## config.mk

```make
export PLATFORM = sky130hd
export DESIGN_NAME = acb_ctrl
export DESIGN_NICKNAME = d
export VERILOG_FILES = /design/src/rtl/acb_pkg.sv /design/src/rtl/acb_ctrl.sv
export SDC_FILE = /design/constraint.sdc
export NUM_CORES = 1
export LEC_CHECK = 0
export BUFFER_PORTS_ARGS = -buffer_cell sky130_fd_sc_hd__buf_2
export CORE_MARGIN = 5
export CORE_UTILIZATION = 46
export CTS_BUF_LIST = sky130_fd_sc_hd__clkbuf_16
export CTS_CLUSTER_DIAMETER = 150
export DETAILED_ROUTE_END_ITERATION = 8
export GPL_TIMING_DRIVEN = 1
export PLACE_DENSITY = 0.83
export REMOVE_ABC_BUFFERS = 1
export SETUP_SLACK_MARGIN = 0.02
export SLEW_MARGIN = 20
export SYNTH_ARGS = -nofsm -noshare
export SYNTH_HDL_FRONTEND = slang
export SYNTH_SLANG_ARGS = --single-unit
```

## constraint.sdc

```tcl
create_clock -name clk -period 1.9 [get_ports clk]
set_input_delay 0.19 -clock clk [delete_from_list [all_inputs] [get_ports clk]]
set_output_delay 0.19 -clock clk [all_outputs]
set_load 0.05 [all_outputs]
```

## src/rtl/acb_pkg.sv

```systemverilog
// Shared types and constants for the accumulator bytecode core.
// Holds command codes, opcodes, status codes, instruction classes and the
// controller/datapath command and status structs. No dependencies.
package acb_pkg;

  localparam logic [2:0] CMD_WRITE   = 3'd0;
  localparam logic [2:0] CMD_READ    = 3'd1;
  localparam logic [2:0] CMD_EXEC    = 3'd2;
  localparam logic [2:0] CMD_INPUT   = 3'd3;
  localparam logic [2:0] CMD_RESTART = 3'd4;

  localparam logic REG_DATA_BASE = 1'b0;
  localparam logic REG_START     = 1'b1;

  localparam logic [5:0] OP_LOAD   = 6'd0;
  localparam logic [5:0] OP_STORE  = 6'd1;
  localparam logic [5:0] OP_LDI    = 6'd2;
  localparam logic [5:0] OP_ADDI   = 6'd3;
  localparam logic [5:0] OP_ADDV   = 6'd4;
  localparam logic [5:0] OP_SUBV   = 6'd5;
  localparam logic [5:0] OP_SUBI   = 6'd6;
  localparam logic [5:0] OP_MULI   = 6'd7;
  localparam logic [5:0] OP_MULV   = 6'd8;
  localparam logic [5:0] OP_DIVV   = 6'd9;
  localparam logic [5:0] OP_DIVI   = 6'd10;
  localparam logic [5:0] OP_CMPII  = 6'd11;
  localparam logic [5:0] OP_CMPVI  = 6'd12;
  localparam logic [5:0] OP_JNE    = 6'd13;
  localparam logic [5:0] OP_ADDM   = 6'd14;
  localparam logic [5:0] OP_ADDM2  = 6'd15;
  localparam logic [5:0] OP_SUBM   = 6'd16;
  localparam logic [5:0] OP_SUBI2  = 6'd17;
  localparam logic [5:0] OP_MULI2  = 6'd18;
  localparam logic [5:0] OP_MULM   = 6'd19;
  localparam logic [5:0] OP_DIVM   = 6'd20;
  localparam logic [5:0] OP_DIVI2  = 6'd21;
  localparam logic [5:0] OP_STORE2 = 6'd22;
  localparam logic [5:0] OP_PRV    = 6'd24;
  localparam logic [5:0] OP_PRS    = 6'd25;
  localparam logic [5:0] OP_TEQ    = 6'd26;
  localparam logic [5:0] OP_CMPAI  = 6'd27;
  localparam logic [5:0] OP_CMPAV  = 6'd28;
  localparam logic [5:0] OP_MOVV   = 6'd29;
  localparam logic [5:0] OP_JMP    = 6'd30;
  localparam logic [5:0] OP_INP    = 6'd31;
  localparam logic [5:0] OP_MOVI   = 6'd32;
  localparam logic [5:0] OP_MOVIND = 6'd33;
  localparam logic [5:0] OP_STIND  = 6'd34;
  localparam logic [5:0] OP_LDI2   = 6'd35;
  localparam logic [5:0] OP_CALL   = 6'd36;
  localparam logic [5:0] OP_RET    = 6'd37;
  localparam logic [5:0] OP_EXIT   = 6'd38;
  localparam logic [5:0] OP_TGT    = 6'd39;
  localparam logic [5:0] OP_TLT    = 6'd40;

  typedef enum logic [3:0] {
    ST_OK, ST_DIVZERO, ST_OVERFLOW, ST_UNDERFLOW, ST_ILLEGAL,
    ST_PRINTVAL, ST_PRINTSTR, ST_INPUTREQ, ST_EXIT, ST_WAITING
  } status_t;

  typedef enum logic [5:0] {
    C_LOAD, C_STORE, C_MOVV, C_MOVI, C_LDI, C_TEQ, C_TGT, C_TLT,
    C_ADDI, C_ADDV, C_SUBV, C_SUBI, C_MULI, C_MULV, C_DIVV, C_DIVI,
    C_ADDM, C_SUBM, C_MULM, C_DIVM, C_CMPII, C_CMPVI, C_CMPAI, C_CMPAV,
    C_JNE, C_JMP, C_MOVIND, C_STIND, C_PRV, C_PRS, C_INP, C_EXIT,
    C_CALL, C_RET, C_ILL
  } cls_t;

  typedef enum logic [3:0] {
    A_IN, A_PC, A_PC1, A_PC2, A_VO1, A_VO2, A_VT, A_TGT, A_SCAN
  } asel_t;

  typedef enum logic [2:0] {W_IN, W_ACC, W_T, W_O2, W_R} wsel_t;
  typedef enum logic [1:0] {X_ACC, X_T, X_O1} xsel_t;
  typedef enum logic [1:0] {Y_O1, Y_O2, Y_T, Y_ACC} ysel_t;
  typedef enum logic [2:0] {OP_ADD, OP_SUB, OP_MUL, OP_PASS, OP_DIV} aluop_t;
  typedef enum logic [1:0] {TR_VO1, TR_PC1} trsel_t;

  typedef enum logic [2:0] {
    PC_ADV1, PC_ADV2, PC_ADV3, PC_JT, PC_START, PC_POP, PC_SCANN, PC_TRAP
  } pcsel_t;

  typedef struct packed {
    logic    in_ld;
    logic    rd_en;
    asel_t   rd_sel;
    logic    wr_en;
    asel_t   wr_sel;
    wsel_t   wd_sel;
    logic    op_ld;
    logic    o1_ld;
    logic    o2_ld;
    logic    t_ld;
    logic    rdata_ld;
    xsel_t   x_sel;
    ysel_t   y_sel;
    aluop_t  alu_op;
    logic    r_ld;
    logic    acc_ld;
    logic    acc_one;
    logic    cmp_ld;
    logic    pc_ld;
    pcsel_t  pc_sel;
    logic    push;
    logic    pop;
    logic    clr_depth;
    logic    pend_set;
    logic    pend_clr;
    logic    tr_ld;
    trsel_t  tr_sel;
    logic    div_start;
    logic    scan_init;
    logic    scan_step;
    logic    res_ld;
    status_t res_status;
  } dp_cmd_t;

  typedef struct packed {
    logic [2:0] cmd;
    cls_t       cls;
    logic       pend;
    logic       acc_zero;
    logic       o1_zero;
    logic       t_zero;
    logic       eq;
    logic       gt;
    logic       lt;
    logic       stack_full;
    logic       stack_empty;
    logic       div_done;
    logic       mem_zero;
    logic       scan_last;
  } dp_stat_t;

  function automatic cls_t op_class(input logic [31:0] op);
    cls_t c;
    c = C_ILL;
    if (op[31:6] == 26'd0) begin
      case (op[5:0])
        OP_LOAD:              c = C_LOAD;
        OP_STORE, OP_STORE2:  c = C_STORE;
        OP_MOVV:              c = C_MOVV;
        OP_MOVI:              c = C_MOVI;
        OP_LDI, OP_LDI2:      c = C_LDI;
        OP_TEQ:               c = C_TEQ;
        OP_TGT:               c = C_TGT;
        OP_TLT:               c = C_TLT;
        OP_ADDI:              c = C_ADDI;
        OP_ADDV:              c = C_ADDV;
        OP_SUBV:              c = C_SUBV;
        OP_SUBI, OP_SUBI2:    c = C_SUBI;
        OP_MULI, OP_MULI2:    c = C_MULI;
        OP_MULV:              c = C_MULV;
        OP_DIVV:              c = C_DIVV;
        OP_DIVI, OP_DIVI2:    c = C_DIVI;
        OP_ADDM, OP_ADDM2:    c = C_ADDM;
        OP_SUBM:              c = C_SUBM;
        OP_MULM:              c = C_MULM;
        OP_DIVM:              c = C_DIVM;
        OP_CMPII:             c = C_CMPII;
        OP_CMPVI:             c = C_CMPVI;
        OP_CMPAI:             c = C_CMPAI;
        OP_CMPAV:             c = C_CMPAV;
        OP_JNE:               c = C_JNE;
        OP_JMP:               c = C_JMP;
        OP_MOVIND:            c = C_MOVIND;
        OP_STIND:             c = C_STIND;
        OP_PRV:               c = C_PRV;
        OP_PRS:               c = C_PRS;
        OP_INP:               c = C_INP;
        OP_EXIT:              c = C_EXIT;
        OP_CALL:              c = C_CALL;
        OP_RET:               c = C_RET;
        default:              c = C_ILL;
      endcase
    end
    return c;
  endfunction

endpackage

```

## src/rtl/acb_ctrl.sv

```systemverilog
// Controller: sequences fetch, operand reads, execution and result hand-off.
// Uses acb_pkg; drives the datapath by dp_cmd_t and reads dp_stat_t.
module acb_ctrl
  import acb_pkg::*;
(
  input  logic     clk,
  input  logic     rst_n,
  input  logic     in_valid,
  output logic     in_stall,
  output logic     out_valid,
  input  logic     out_stall,
  input  dp_stat_t stat,
  output dp_cmd_t  cmd
);

  typedef enum logic [3:0] {
    S_IDLE, S_CMD, S_RDW, S_F1, S_F2, S_F3, S_DEC, S_MRD, S_EX2,
    S_DIVW, S_ACCW, S_MEMW, S_SRD, S_SCK, S_DONE
  } state_t;

  state_t  state_r, state_nxt;
  status_t st_r, st_nxt;
  logic    ind_r, ind_nxt;
  logic    out_valid_r, out_valid_nxt;
  pcsel_t  adv;

  always_comb begin
    case (stat.cls)
      C_MOVV, C_MOVI, C_CMPII, C_CMPVI, C_MOVIND: adv = PC_ADV3;
      C_TEQ, C_TGT, C_TLT, C_EXIT:                adv = PC_ADV1;
      default:                                    adv = PC_ADV2;
    endcase
  end

  always_comb begin
    cmd           = '0;
    cmd.res_status = st_r;
    state_nxt     = state_r;
    st_nxt        = st_r;
    ind_nxt       = ind_r;
    out_valid_nxt = out_valid_r & out_stall;
    case (state_r)
      S_IDLE: begin
        if (in_valid) begin
          cmd.in_ld = 1'b1;
          st_nxt    = ST_OK;
          ind_nxt   = 1'b0;
          state_nxt = S_CMD;
        end
      end
      S_CMD: begin
        state_nxt = S_DONE;
        case (stat.cmd)
          CMD_WRITE: begin
            cmd.wr_en  = 1'b1;
            cmd.wr_sel = A_IN;
            cmd.wd_sel = W_IN;
          end
          CMD_READ: begin
            cmd.rd_en  = 1'b1;
            cmd.rd_sel = A_IN;
            state_nxt  = S_RDW;
          end
          CMD_EXEC: begin
            if (stat.pend) begin
              st_nxt = ST_WAITING;
            end else begin
              cmd.rd_en  = 1'b1;
              cmd.rd_sel = A_PC;
              state_nxt  = S_F1;
            end
          end
          CMD_INPUT: begin
            if (stat.pend) begin
              cmd.wr_en    = 1'b1;
              cmd.wr_sel   = A_TGT;
              cmd.wd_sel   = W_IN;
              cmd.pend_clr = 1'b1;
            end
          end
          CMD_RESTART: begin
            cmd.pc_ld     = 1'b1;
            cmd.pc_sel    = PC_START;
            cmd.clr_depth = 1'b1;
            cmd.pend_clr  = 1'b1;
          end
          default: ;
        endcase
      end
      S_RDW: begin
        cmd.rdata_ld = 1'b1;
        state_nxt    = S_DONE;
      end
      S_F1: begin
        cmd.op_ld  = 1'b1;
        cmd.rd_en  = 1'b1;
        cmd.rd_sel = A_PC1;
        state_nxt  = S_F2;
      end
      S_F2: begin
        cmd.o1_ld  = 1'b1;
        cmd.rd_en  = 1'b1;
        cmd.rd_sel = A_PC2;
        state_nxt  = S_F3;
      end
      S_F3: begin
        cmd.o2_ld = 1'b1;
        state_nxt = S_DEC;
      end
      S_DEC: begin
        state_nxt  = S_DONE;
        cmd.pc_sel = adv;
        case (stat.cls)
          C_LOAD, C_ADDV, C_SUBV, C_MULV, C_DIVV, C_ADDM, C_SUBM, C_MULM,
          C_CMPVI, C_CMPAV, C_STIND: begin
            cmd.rd_en  = 1'b1;
            cmd.rd_sel = A_VO1;
            state_nxt  = S_MRD;
          end
          C_MOVV, C_MOVIND: begin
            cmd.rd_en  = 1'b1;
            cmd.rd_sel = A_VO2;
            state_nxt  = S_MRD;
          end
          C_DIVM: begin
            if (stat.acc_zero) begin
              st_nxt = ST_DIVZERO;
            end else begin
              cmd.rd_en  = 1'b1;
              cmd.rd_sel = A_VO1;
              state_nxt  = S_MRD;
            end
          end
          C_LDI: begin
            cmd.alu_op = OP_PASS;
            cmd.y_sel  = Y_O1;
            cmd.r_ld   = 1'b1;
            state_nxt  = S_ACCW;
          end
          C_ADDI, C_SUBI, C_MULI: begin
            cmd.x_sel  = X_ACC;
            cmd.y_sel  = Y_O1;
            cmd.alu_op = (stat.cls == C_ADDI) ? OP_ADD :
                         (stat.cls == C_SUBI) ? OP_SUB : OP_MUL;
            cmd.r_ld   = 1'b1;
            state_nxt  = S_ACCW;
          end
          C_DIVI: begin
            if (stat.o1_zero) begin
              st_nxt = ST_DIVZERO;
            end else begin
              cmd.x_sel     = X_ACC;
              cmd.y_sel     = Y_O1;
              cmd.div_start = 1'b1;
              state_nxt     = S_DIVW;
            end
          end
          C_TEQ, C_TGT, C_TLT: begin
            cmd.acc_one = 1'b1;
            cmd.acc_ld  = (stat.cls == C_TEQ) ? stat.eq :
                          (stat.cls == C_TGT) ? stat.gt : stat.lt;
            cmd.pc_ld   = 1'b1;
          end
          C_STORE: begin
            cmd.wr_en  = 1'b1;
            cmd.wr_sel = A_VO1;
            cmd.wd_sel = W_ACC;
            cmd.pc_ld  = 1'b1;
          end
          C_MOVI: begin
            cmd.wr_en  = 1'b1;
            cmd.wr_sel = A_VO1;
            cmd.wd_sel = W_O2;
            cmd.pc_ld  = 1'b1;
          end
          C_CMPII, C_CMPAI: begin
            cmd.x_sel  = (stat.cls == C_CMPII) ? X_O1 : X_ACC;
            cmd.y_sel  = (stat.cls == C_CMPII) ? Y_O2 : Y_O1;
            cmd.cmp_ld = 1'b1;
            cmd.pc_ld  = 1'b1;
          end
          C_JNE: begin
            cmd.pc_ld = 1'b1;
            if (!stat.eq) cmd.pc_sel = PC_JT;
          end
          C_JMP: begin
            cmd.pc_ld  = 1'b1;
            cmd.pc_sel = PC_JT;
          end
          C_PRV: begin
            cmd.tr_ld  = 1'b1;
            cmd.tr_sel = TR_VO1;
            cmd.pc_ld  = 1'b1;
            st_nxt     = ST_PRINTVAL;
          end
          C_PRS: begin
            cmd.tr_ld     = 1'b1;
            cmd.tr_sel    = TR_PC1;
            cmd.scan_init = 1'b1;
            st_nxt        = ST_PRINTSTR;
            state_nxt     = S_SRD;
          end
          C_INP: begin
            cmd.tr_ld    = 1'b1;
            cmd.tr_sel   = TR_VO1;
            cmd.pend_set = 1'b1;
            cmd.pc_ld    = 1'b1;
            st_nxt       = ST_INPUTREQ;
          end
          C_EXIT: begin
            cmd.pc_ld = 1'b1;
            st_nxt    = ST_EXIT;
          end
          C_CALL: begin
            if (stat.stack_full) begin
              st_nxt = ST_OVERFLOW;
            end else begin
              cmd.push   = 1'b1;
              cmd.pc_ld  = 1'b1;
              cmd.pc_sel = PC_JT;
            end
          end
          C_RET: begin
            if (stat.stack_empty) begin
              st_nxt = ST_UNDERFLOW;
            end else begin
              cmd.pop    = 1'b1;
              cmd.pc_ld  = 1'b1;
              cmd.pc_sel = PC_POP;
            end
          end
          default: st_nxt = ST_ILLEGAL;
        endcase
      end
      S_MRD: begin
        cmd.t_ld  = 1'b1;
        state_nxt = S_EX2;
      end
      S_EX2: begin
        state_nxt  = S_DONE;
        cmd.pc_sel = adv;
        case (stat.cls)
          C_LOAD: begin
            cmd.alu_op = OP_PASS;
            cmd.y_sel  = Y_T;
            cmd.r_ld   = 1'b1;
            state_nxt  = S_ACCW;
          end
          C_ADDV, C_SUBV, C_MULV: begin
            cmd.x_sel  = X_ACC;
            cmd.y_sel  = Y_T;
            cmd.alu_op = (stat.cls == C_ADDV) ? OP_ADD :
                         (stat.cls == C_SUBV) ? OP_SUB : OP_MUL;
            cmd.r_ld   = 1'b1;
            state_nxt  = S_ACCW;
          end
          C_ADDM, C_SUBM, C_MULM: begin
            cmd.x_sel  = X_T;
            cmd.y_sel  = Y_ACC;
            cmd.alu_op = (stat.cls == C_ADDM) ? OP_ADD :
                         (stat.cls == C_SUBM) ? OP_SUB : OP_MUL;
            cmd.r_ld   = 1'b1;
            state_nxt  = S_MEMW;
          end
          C_DIVV: begin
            if (stat.t_zero) begin
              st_nxt = ST_DIVZERO;
            end else begin
              cmd.x_sel     = X_ACC;
              cmd.y_sel     = Y_T;
              cmd.div_start = 1'b1;
              state_nxt     = S_DIVW;
            end
          end
          C_DIVM: begin
            cmd.x_sel     = X_T;
            cmd.y_sel     = Y_ACC;
            cmd.div_start = 1'b1;
            state_nxt     = S_DIVW;
          end
          C_MOVV: begin
            cmd.wr_en  = 1'b1;
            cmd.wr_sel = A_VO1;
            cmd.wd_sel = W_T;
            cmd.pc_ld  = 1'b1;
          end
          C_CMPVI, C_CMPAV: begin
            cmd.x_sel  = (stat.cls == C_CMPVI) ? X_T : X_ACC;
            cmd.y_sel  = (stat.cls == C_CMPVI) ? Y_O2 : Y_T;
            cmd.cmp_ld = 1'b1;
            cmd.pc_ld  = 1'b1;
          end
          C_MOVIND: begin
            if (!ind_r) begin
              // second hop: fetch the word the pointer names
              cmd.rd_en  = 1'b1;
              cmd.rd_sel = A_VT;
              ind_nxt    = 1'b1;
              state_nxt  = S_MRD;
            end else begin
              cmd.wr_en  = 1'b1;
              cmd.wr_sel = A_VO1;
              cmd.wd_sel = W_T;
              cmd.pc_ld  = 1'b1;
            end
          end
          C_STIND: begin
            cmd.wr_en  = 1'b1;
            cmd.wr_sel = A_VT;
            cmd.wd_sel = W_ACC;
            cmd.pc_ld  = 1'b1;
          end
          default: st_nxt = ST_ILLEGAL;
        endcase
      end
      S_DIVW: begin
        cmd.alu_op = OP_DIV;
        if (stat.div_done) begin
          cmd.r_ld  = 1'b1;
          state_nxt = (stat.cls == C_DIVM) ? S_MEMW : S_ACCW;
        end
      end
      S_ACCW: begin
        cmd.acc_ld = 1'b1;
        cmd.pc_ld  = 1'b1;
        cmd.pc_sel = adv;
        state_nxt  = S_DONE;
      end
      S_MEMW: begin
        cmd.wr_en  = 1'b1;
        cmd.wr_sel = A_VO1;
        cmd.wd_sel = W_R;
        cmd.pc_ld  = 1'b1;
        cmd.pc_sel = adv;
        state_nxt  = S_DONE;
      end
      S_SRD: begin
        cmd.rd_en  = 1'b1;
        cmd.rd_sel = A_SCAN;
        state_nxt  = S_SCK;
      end
      S_SCK: begin
        if (stat.mem_zero) begin
          cmd.pc_ld  = 1'b1;
          cmd.pc_sel = PC_SCANN;
          state_nxt  = S_DONE;
        end else if (stat.scan_last) begin
          // no terminator anywhere: back to the string start
          cmd.pc_ld  = 1'b1;
          cmd.pc_sel = PC_TRAP;
          state_nxt  = S_DONE;
        end else begin
          cmd.scan_step = 1'b1;
          state_nxt     = S_SRD;
        end
      end
      S_DONE: begin
        if (!out_valid_r || !out_stall) begin
          cmd.res_ld    = 1'b1;
          out_valid_nxt = 1'b1;
          state_nxt     = S_IDLE;
        end
      end
      default: state_nxt = S_IDLE;
    endcase
  end

  always_ff @(posedge clk) begin
    if (!rst_n) begin
      state_r     <= S_IDLE;
      st_r        <= ST_OK;
      ind_r       <= 1'b0;
      out_valid_r <= 1'b0;
    end else begin
      state_r     <= state_nxt;
      st_r        <= st_nxt;
      ind_r       <= ind_nxt;
      out_valid_r <= out_valid_nxt;
    end
  end

  assign in_stall  = (state_r != S_IDLE);
  assign out_valid = out_valid_r;

endmodule

```

==> results of run 1 <==
## timing repair
item,in CTS
pin swaps,33
setup endpoints to repair,42
buffers inserted,19
resized for setup,168
cloned,2
## per-stage QoR
stage	cell area [sq um]	std cells	hold WS, ps	utilization [%]	setup WS [ps]
after floorplan	1980	304	321	-	-2500
after global placement	3150	527	476	70.9	-366
after detailed placement	3150	527	486	70.9	-390
after CTS	4060	552	251	91.4	-289
## cells by family after synthesis
kind of cell              after synthesis  synth area share (%)
other                                   1                 0.175
muxes                                   1                 0.468
and+or+nand+nor                       161                  42.6
AOI/OAI and AO/OA                     113                  35.8
buffers and inverters                  49                  10.4
DFF                                    10                  9.35
xor gates and xnor gates                3                  1.23
==> impl_summary.txt, run 1 <==
----------------------------------------------------
[Status]
  Run status ... aborted with a tool error
  Stage at which the run stopped ... global routing (5_1_grt)
  Error that halted the flow ... [ERROR DPL-0038] Utilization greater than 100%, impossible to legalize

[Clocking]
  H-tree lvl count ... 1
  Number of CTS-inserted buffers ... 3
  CTS max path bufs ... 2
  Library cell used as clock root buffer ... sky130_fd_sc_hd__clkbuf_16
  Post-CTS Hold Buffers ... 0
  # clock sinks ... 10

[Synth]
  Register area share after synthesis ... 9.35%
  Synth top area share ... 9.35%
  Synth async-reset ratio ... 0%
  Gate count of the mapped netlist ... 338
  Largest cells by area after synthesis ... sky130_fd_sc_hd__dfxtp_1, sky130_fd_sc_hd__a21oi_1, sky130_fd_sc_hd__nor2_1, sky130_fd_sc_hd__nor3_1, sky130_fd_sc_hd__nand2_1
  Most used flip-flop cell after synthesis ... sky130_fd_sc_hd__dfxtp_1
  Area of the mapped netlist ... 2140 sq um
  Cell with the most instances after synthesis ... sky130_fd_sc_hd__nor2_1
  Ranking of synthesized cells by instance count ... sky130_fd_sc_hd__nor2_1, sky130_fd_sc_hd__nand2_1, sky130_fd_sc_hd__a21oi_1
  Flop and latch count out of synthesis ... 10
  Syn_area_per_cell ... 6.33 sq um
  Distinct cell type count of the synthesized netlist ... 71
  Number of warnings reported in the yosys synthesis log ... 0
  Library cell with the largest summed area after synthesis ... sky130_fd_sc_hd__dfxtp_1
  EDFF count, synth ... 0

[Placed design]
  Last weighted congestion value of the routability-driven placer ... 1.00
  Number of input and output port buffers inserted ... 74
  Post-detail-place hpwl ... 7380 microns

[Die]
  Starting density of the core ... 48.2%
  Die Y ... 78.2 microns
  Io pins ... 77
  Standard-cell rows ... 24
  Chip width ... 78.2 microns

[Timing]
  Endpoint with the least setup slack after the last repair ... cmd[24]
  Type of pin the worst path ends at ... top-level output

[GRT]
  Pin count of the biggest net entering global routing ... 27

----------------------------------------------------
==> inputs of run 2 (changes only) <==
--- a/config.mk
+++ b/config.mk
@@ -7,14 +7,11 @@
 export LEC_CHECK = 0
 export BUFFER_PORTS_ARGS = -buffer_cell sky130_fd_sc_hd__buf_2
 export CORE_MARGIN = 5
-export CORE_UTILIZATION = 46
-export CTS_BUF_LIST = sky130_fd_sc_hd__clkbuf_16
-export CTS_CLUSTER_DIAMETER = 150
+export CORE_UTILIZATION = 40
 export DETAILED_ROUTE_END_ITERATION = 8
 export GPL_TIMING_DRIVEN = 1
-export PLACE_DENSITY = 0.83
+export PLACE_DENSITY_LB_ADDON = 0.15
 export REMOVE_ABC_BUFFERS = 1
-export SETUP_SLACK_MARGIN = 0.02
 export SLEW_MARGIN = 20
 export SYNTH_ARGS = -nofsm -noshare
 export SYNTH_HDL_FRONTEND = slang
==> constraint.sdc (replaced) <==
create_clock -name clk -period 2.5 [get_ports clk]
set_input_delay 0.25 -clock clk [delete_from_list [all_inputs] [get_ports clk]]
set_output_delay 0.25 -clock clk [all_outputs]
set_load 0.05 [all_outputs]
==> impl_summary.txt, run 2 <==
----------------------------------------------------
[Timing]
  Actual slew at the worst max-slew pin ... 613 ps
  Slew HR ... 59.0%
  Final TNS setup ... 0 ps
  Maximum clock frequency ... 410 MHz
  Count of pins over their slew limit ... 0
  Post-layout minimum cycle time ... 2440 ps
  Final setup violation count ... 0
  Final hold violation count ... 0
  Worst clock skew ... 4.70 ps
  Final Cycle Share ... 97.6%

[Final layout]
  Final antenna diode count ... 0
  Fill count ... 538
  Registers with the most flip-flops ... st_r: 4 flops, state_r: 4 flops
  Fraction of final layout cells sized beyond drive strength 1 ... 34.0%
  Final-stage net count ... 438
  Count of non-filler cells in the finished layout ... 482
  Leading cell type in the layout, fill and taps excluded ... sky130_fd_sc_hd__buf_2
  Area overhead of the layout relative to synthesis ... 34.6%
  Leading cell types in the layout, fill and taps excluded ... sky130_fd_sc_hd__buf_2, sky130_fd_sc_hd__nor2_1, sky130_fd_sc_hd__nand2_1

[Clocking]
  Clock tree from TritonCTS ... yes
  # clock sinks ... 10
  Library cell used as clock root buffer ... sky130_fd_sc_hd__clkbuf_8
  Reg clk slew, reported paths ... 50 ps
  Post-CTS Hold Buffers ... 0
  CTS max path bufs ... 2
  Clock latency on the worst-skew pair ... 240 ps
  Number of buffers added for setup after CTS ... 0
  Number of CTS-inserted buffers ... 3
  H-tree lvl count ... 1

[Detailed routing]
  Average wire length per cell after detail routing ... 17.5 microns
  Drt drc ... 0
  Remaining antenna violation count after routing ... 0
  Total Wirelength ... 8420 microns
  Initial DRC Count ... 187
  Average vias per placed instance ... 6.00
  Via count ... 2891
  Initial DRT Pass Iterations ... 5

[Worst setup path]
  Reg-to-reg setup timing slack ... 300 ps
  Setup crit start kind ... flip-flop
  R2r worst-path depth ... 8
  Endpoint arrival time on the critical path ... 2190 ps
  CP Capture Point ... cmd[43]
  Critical path required time ... 2250 ps
  Category of the most critical setup path ... flip-flop to output pin
  Top Family by Delay on Critical Path ... simple AND/OR/NAND/NOR gates
  Crit path top cell by count ... sky130_fd_sc_hd__buf_4
  Sort of element at the end of the critical path ... output pin
  Largest stage delay on the critical path ... 610 ps
  Number of buffers and inverters on the critical path ... 2
  Worst setup path start ... state_r[1]$_SDFFE_PN0P_
  Maximum net fanout on the critical path ... 8
  CP Depth ... 7
  Source of the worst register-to-register timing path ... state_r[0]$_SDFFE_PN0P_
  Cell with the biggest individual delay on the critical path ... sky130_fd_sc_hd__or4b_4
  R2r endpoint ... st_r[0]$_SDFFE_PN0P_
  Chain of cells forming the critical path ... or4b_4, nand2b_1, nor3_2, buf_4, or4_1, a21o_1, buf_4

[Synth]
  Synthesized-area fraction occupied by xor and xnor cells ... 1.23%
  Flop and latch count out of synthesis ... 10
  Synth async-reset ratio ... 0%
  Fraction of synthesized area in multiplexers ... 0.468%
  Simple-Gate Fraction of Synth Area ... 42.6%
  Synthesized-area fraction occupied by adder cells ... 0%
  Gate count of the mapped netlist ... 338
  Largest family of logic cells by synthesized area ... simple AND/OR/NAND/NOR gates
  Most used flip-flop cell after synthesis ... sky130_fd_sc_hd__dfxtp_1
  Cell with the most instances after synthesis ... sky130_fd_sc_hd__nor2_1
  Ranking of synthesized cells by instance count ... sky130_fd_sc_hd__nor2_1, sky130_fd_sc_hd__nand2_1, sky130_fd_sc_hd__a21oi_1
  Synth top area share ... 9.35%
  Number of warnings reported in the yosys synthesis log ... 0
  Largest cells by area after synthesis ... sky130_fd_sc_hd__dfxtp_1, sky130_fd_sc_hd__a21oi_1, sky130_fd_sc_hd__nor2_1, sky130_fd_sc_hd__nor3_1, sky130_fd_sc_hd__nand2_1
  Distinct cell type count of the synthesized netlist ... 71
  Syn_area_per_cell ... 6.33 sq um
  Compound-cell area share of the yosys netlist ... 35.8%
  Library cell with the largest summed area after synthesis ... sky130_fd_sc_hd__dfxtp_1
  Register area share after synthesis ... 9.35%
  EDFF count, synth ... 0
  Area of the mapped netlist ... 2140 sq um

[GRT]
  Pin count of the biggest net entering global routing ... 29
  First-pass GRT wire length ... 13400 microns
  Total GRT Usage ... 23.1%
  Total global routing overflow ... 0
  Antenna violations before repair ... 0
  Number of global-route vias before repair ... 2642

[Die]
  Die Area ... 6910 sq um
  Standard-cell rows ... 26
  Io pins ... 77
  Starting density of the core ... 41.7%
  Std-Cell Core Area ... 5140 sq um
  Die Y ... 83.2 microns
  Chip width ... 83.2 microns

[Power and ir drop]
  Total power after layout ... 2.18 mW
  Total leakage power ... 1.31 nW
  Total power density per cell area ... 755 nW/um^2
  Worst VDD drop ... 0.421 mV

[Status]
  Run status ... completed

[Placed design]
  Last weighted congestion value of the routability-driven placer ... 0.963
  Post-detail-place hpwl ... 6560 microns
  Number of cells in the design after placement ... 478
  Number of input and output port buffers inserted ... 74

[Run]
  Max Cap Violations ... 0

[Worst hold path]
  Cell depth of the worst hold path ... 3
  Path class of the lowest-slack min-delay path ... input pin to flip-flop

----------------------------------------------------
## run 2: cell counts after synthesis
Identical to the previous run, type by type.
## run 2: stage by stage
step | hold slack (ps) | worst slack (ps) | instance area, sq um | utilization (%)
after floorplan | 381 | -1960 | 1980 | -
after global placement | 479 | 128 | 2720 | 52.9
after detailed placement | 483 | 112 | 2720 | 52.9
after CTS | 291 | 41.8 | 2800 | 54.4
after global routing | 325 | -22.1 | 2880 | 56.1
final | 290 | 59.6 | 2880 | 56.1
## run 2: tightest hold or removal path, delay by kind of cell
family | cells | cell delay (ps)
buffers and inverters | 1 | 100
AOI/OAI and AO/OA | 1 | 70
and+or+nand+nor | 1 | 60
## run 2: kinds of logic (layout without fill, tap and decap cells)
group / after synthesis / in the layout
AND/OR/NAND/NOR: 161 / 161
other: 1 / 2
multiplexers: 1 / 1
XOR/XNOR: 3 / 3
buffers and inverters: 49 / 122
flip-flops: 10 / 10
AO/OA/AOI/OAI: 113 / 113
## run 2: worst min-delay path by stage
stage,startpoint,to,slack [ps]
after floorplan,rst_n,st_r[2]$_SDFFE_PN0P_,380
after global placement,st_r[3]$_SDFFE_PN0P_,st_r[3]$_SDFFE_PN0P_,480
after detailed placement,st_r[3]$_SDFFE_PN0P_,st_r[3]$_SDFFE_PN0P_,480
after CTS,out_stall,out_valid$_SDFF_PN0_,290
after global routing,out_stall,out_valid$_SDFF_PN0_,330
final,out_stall,out_valid$_SDFF_PN0_,290
## run 2: timing repair
| action | CTS | global route |
|---|---|---|
| pin swaps | 1 | 3 |
| gates cloned | 0 | 0 |
| setup endpoints to repair | 8 | 14 |
| hold endpoints to repair | 0 | 0 |
| resized for setup | 6 | 16 |
## run 2: cell type report
type / instances / area (sq um) / area share [%]
Clock buffer: 4 / 55.1 / 1.91
Inverter: 14 / 53.8 / 1.87
Multi-Input combinational cell: 280 / 1820 / 63.1
Sequential cell: 10 / 201 / 6.99
Tap cell: 70 / 87.6 / 3.04
Timing Repair Buffer: 104 / 666 / 23.1
## run 2: routing by layer
layer  GRT usage, %  routed length [microns]  share of wire, %  vias to the layer above
met3           5.45                      702               8.3                       24
met2           38.2                     3990                47                      149
met4           7.73                      235               2.8                        0
li1               -                        -                 -                     1401
met5              0                        0                 0                        -
met1           29.4                     3490                41                     1317
## run 2: power by group
group          leakage, nW  internal [mW]  switching (mW)
logic                 1.20          0.573            1.14
registers           0.0825          0.209          0.0453
clock network       0.0288          0.139          0.0678
Power figures use the tool's default switching activity.
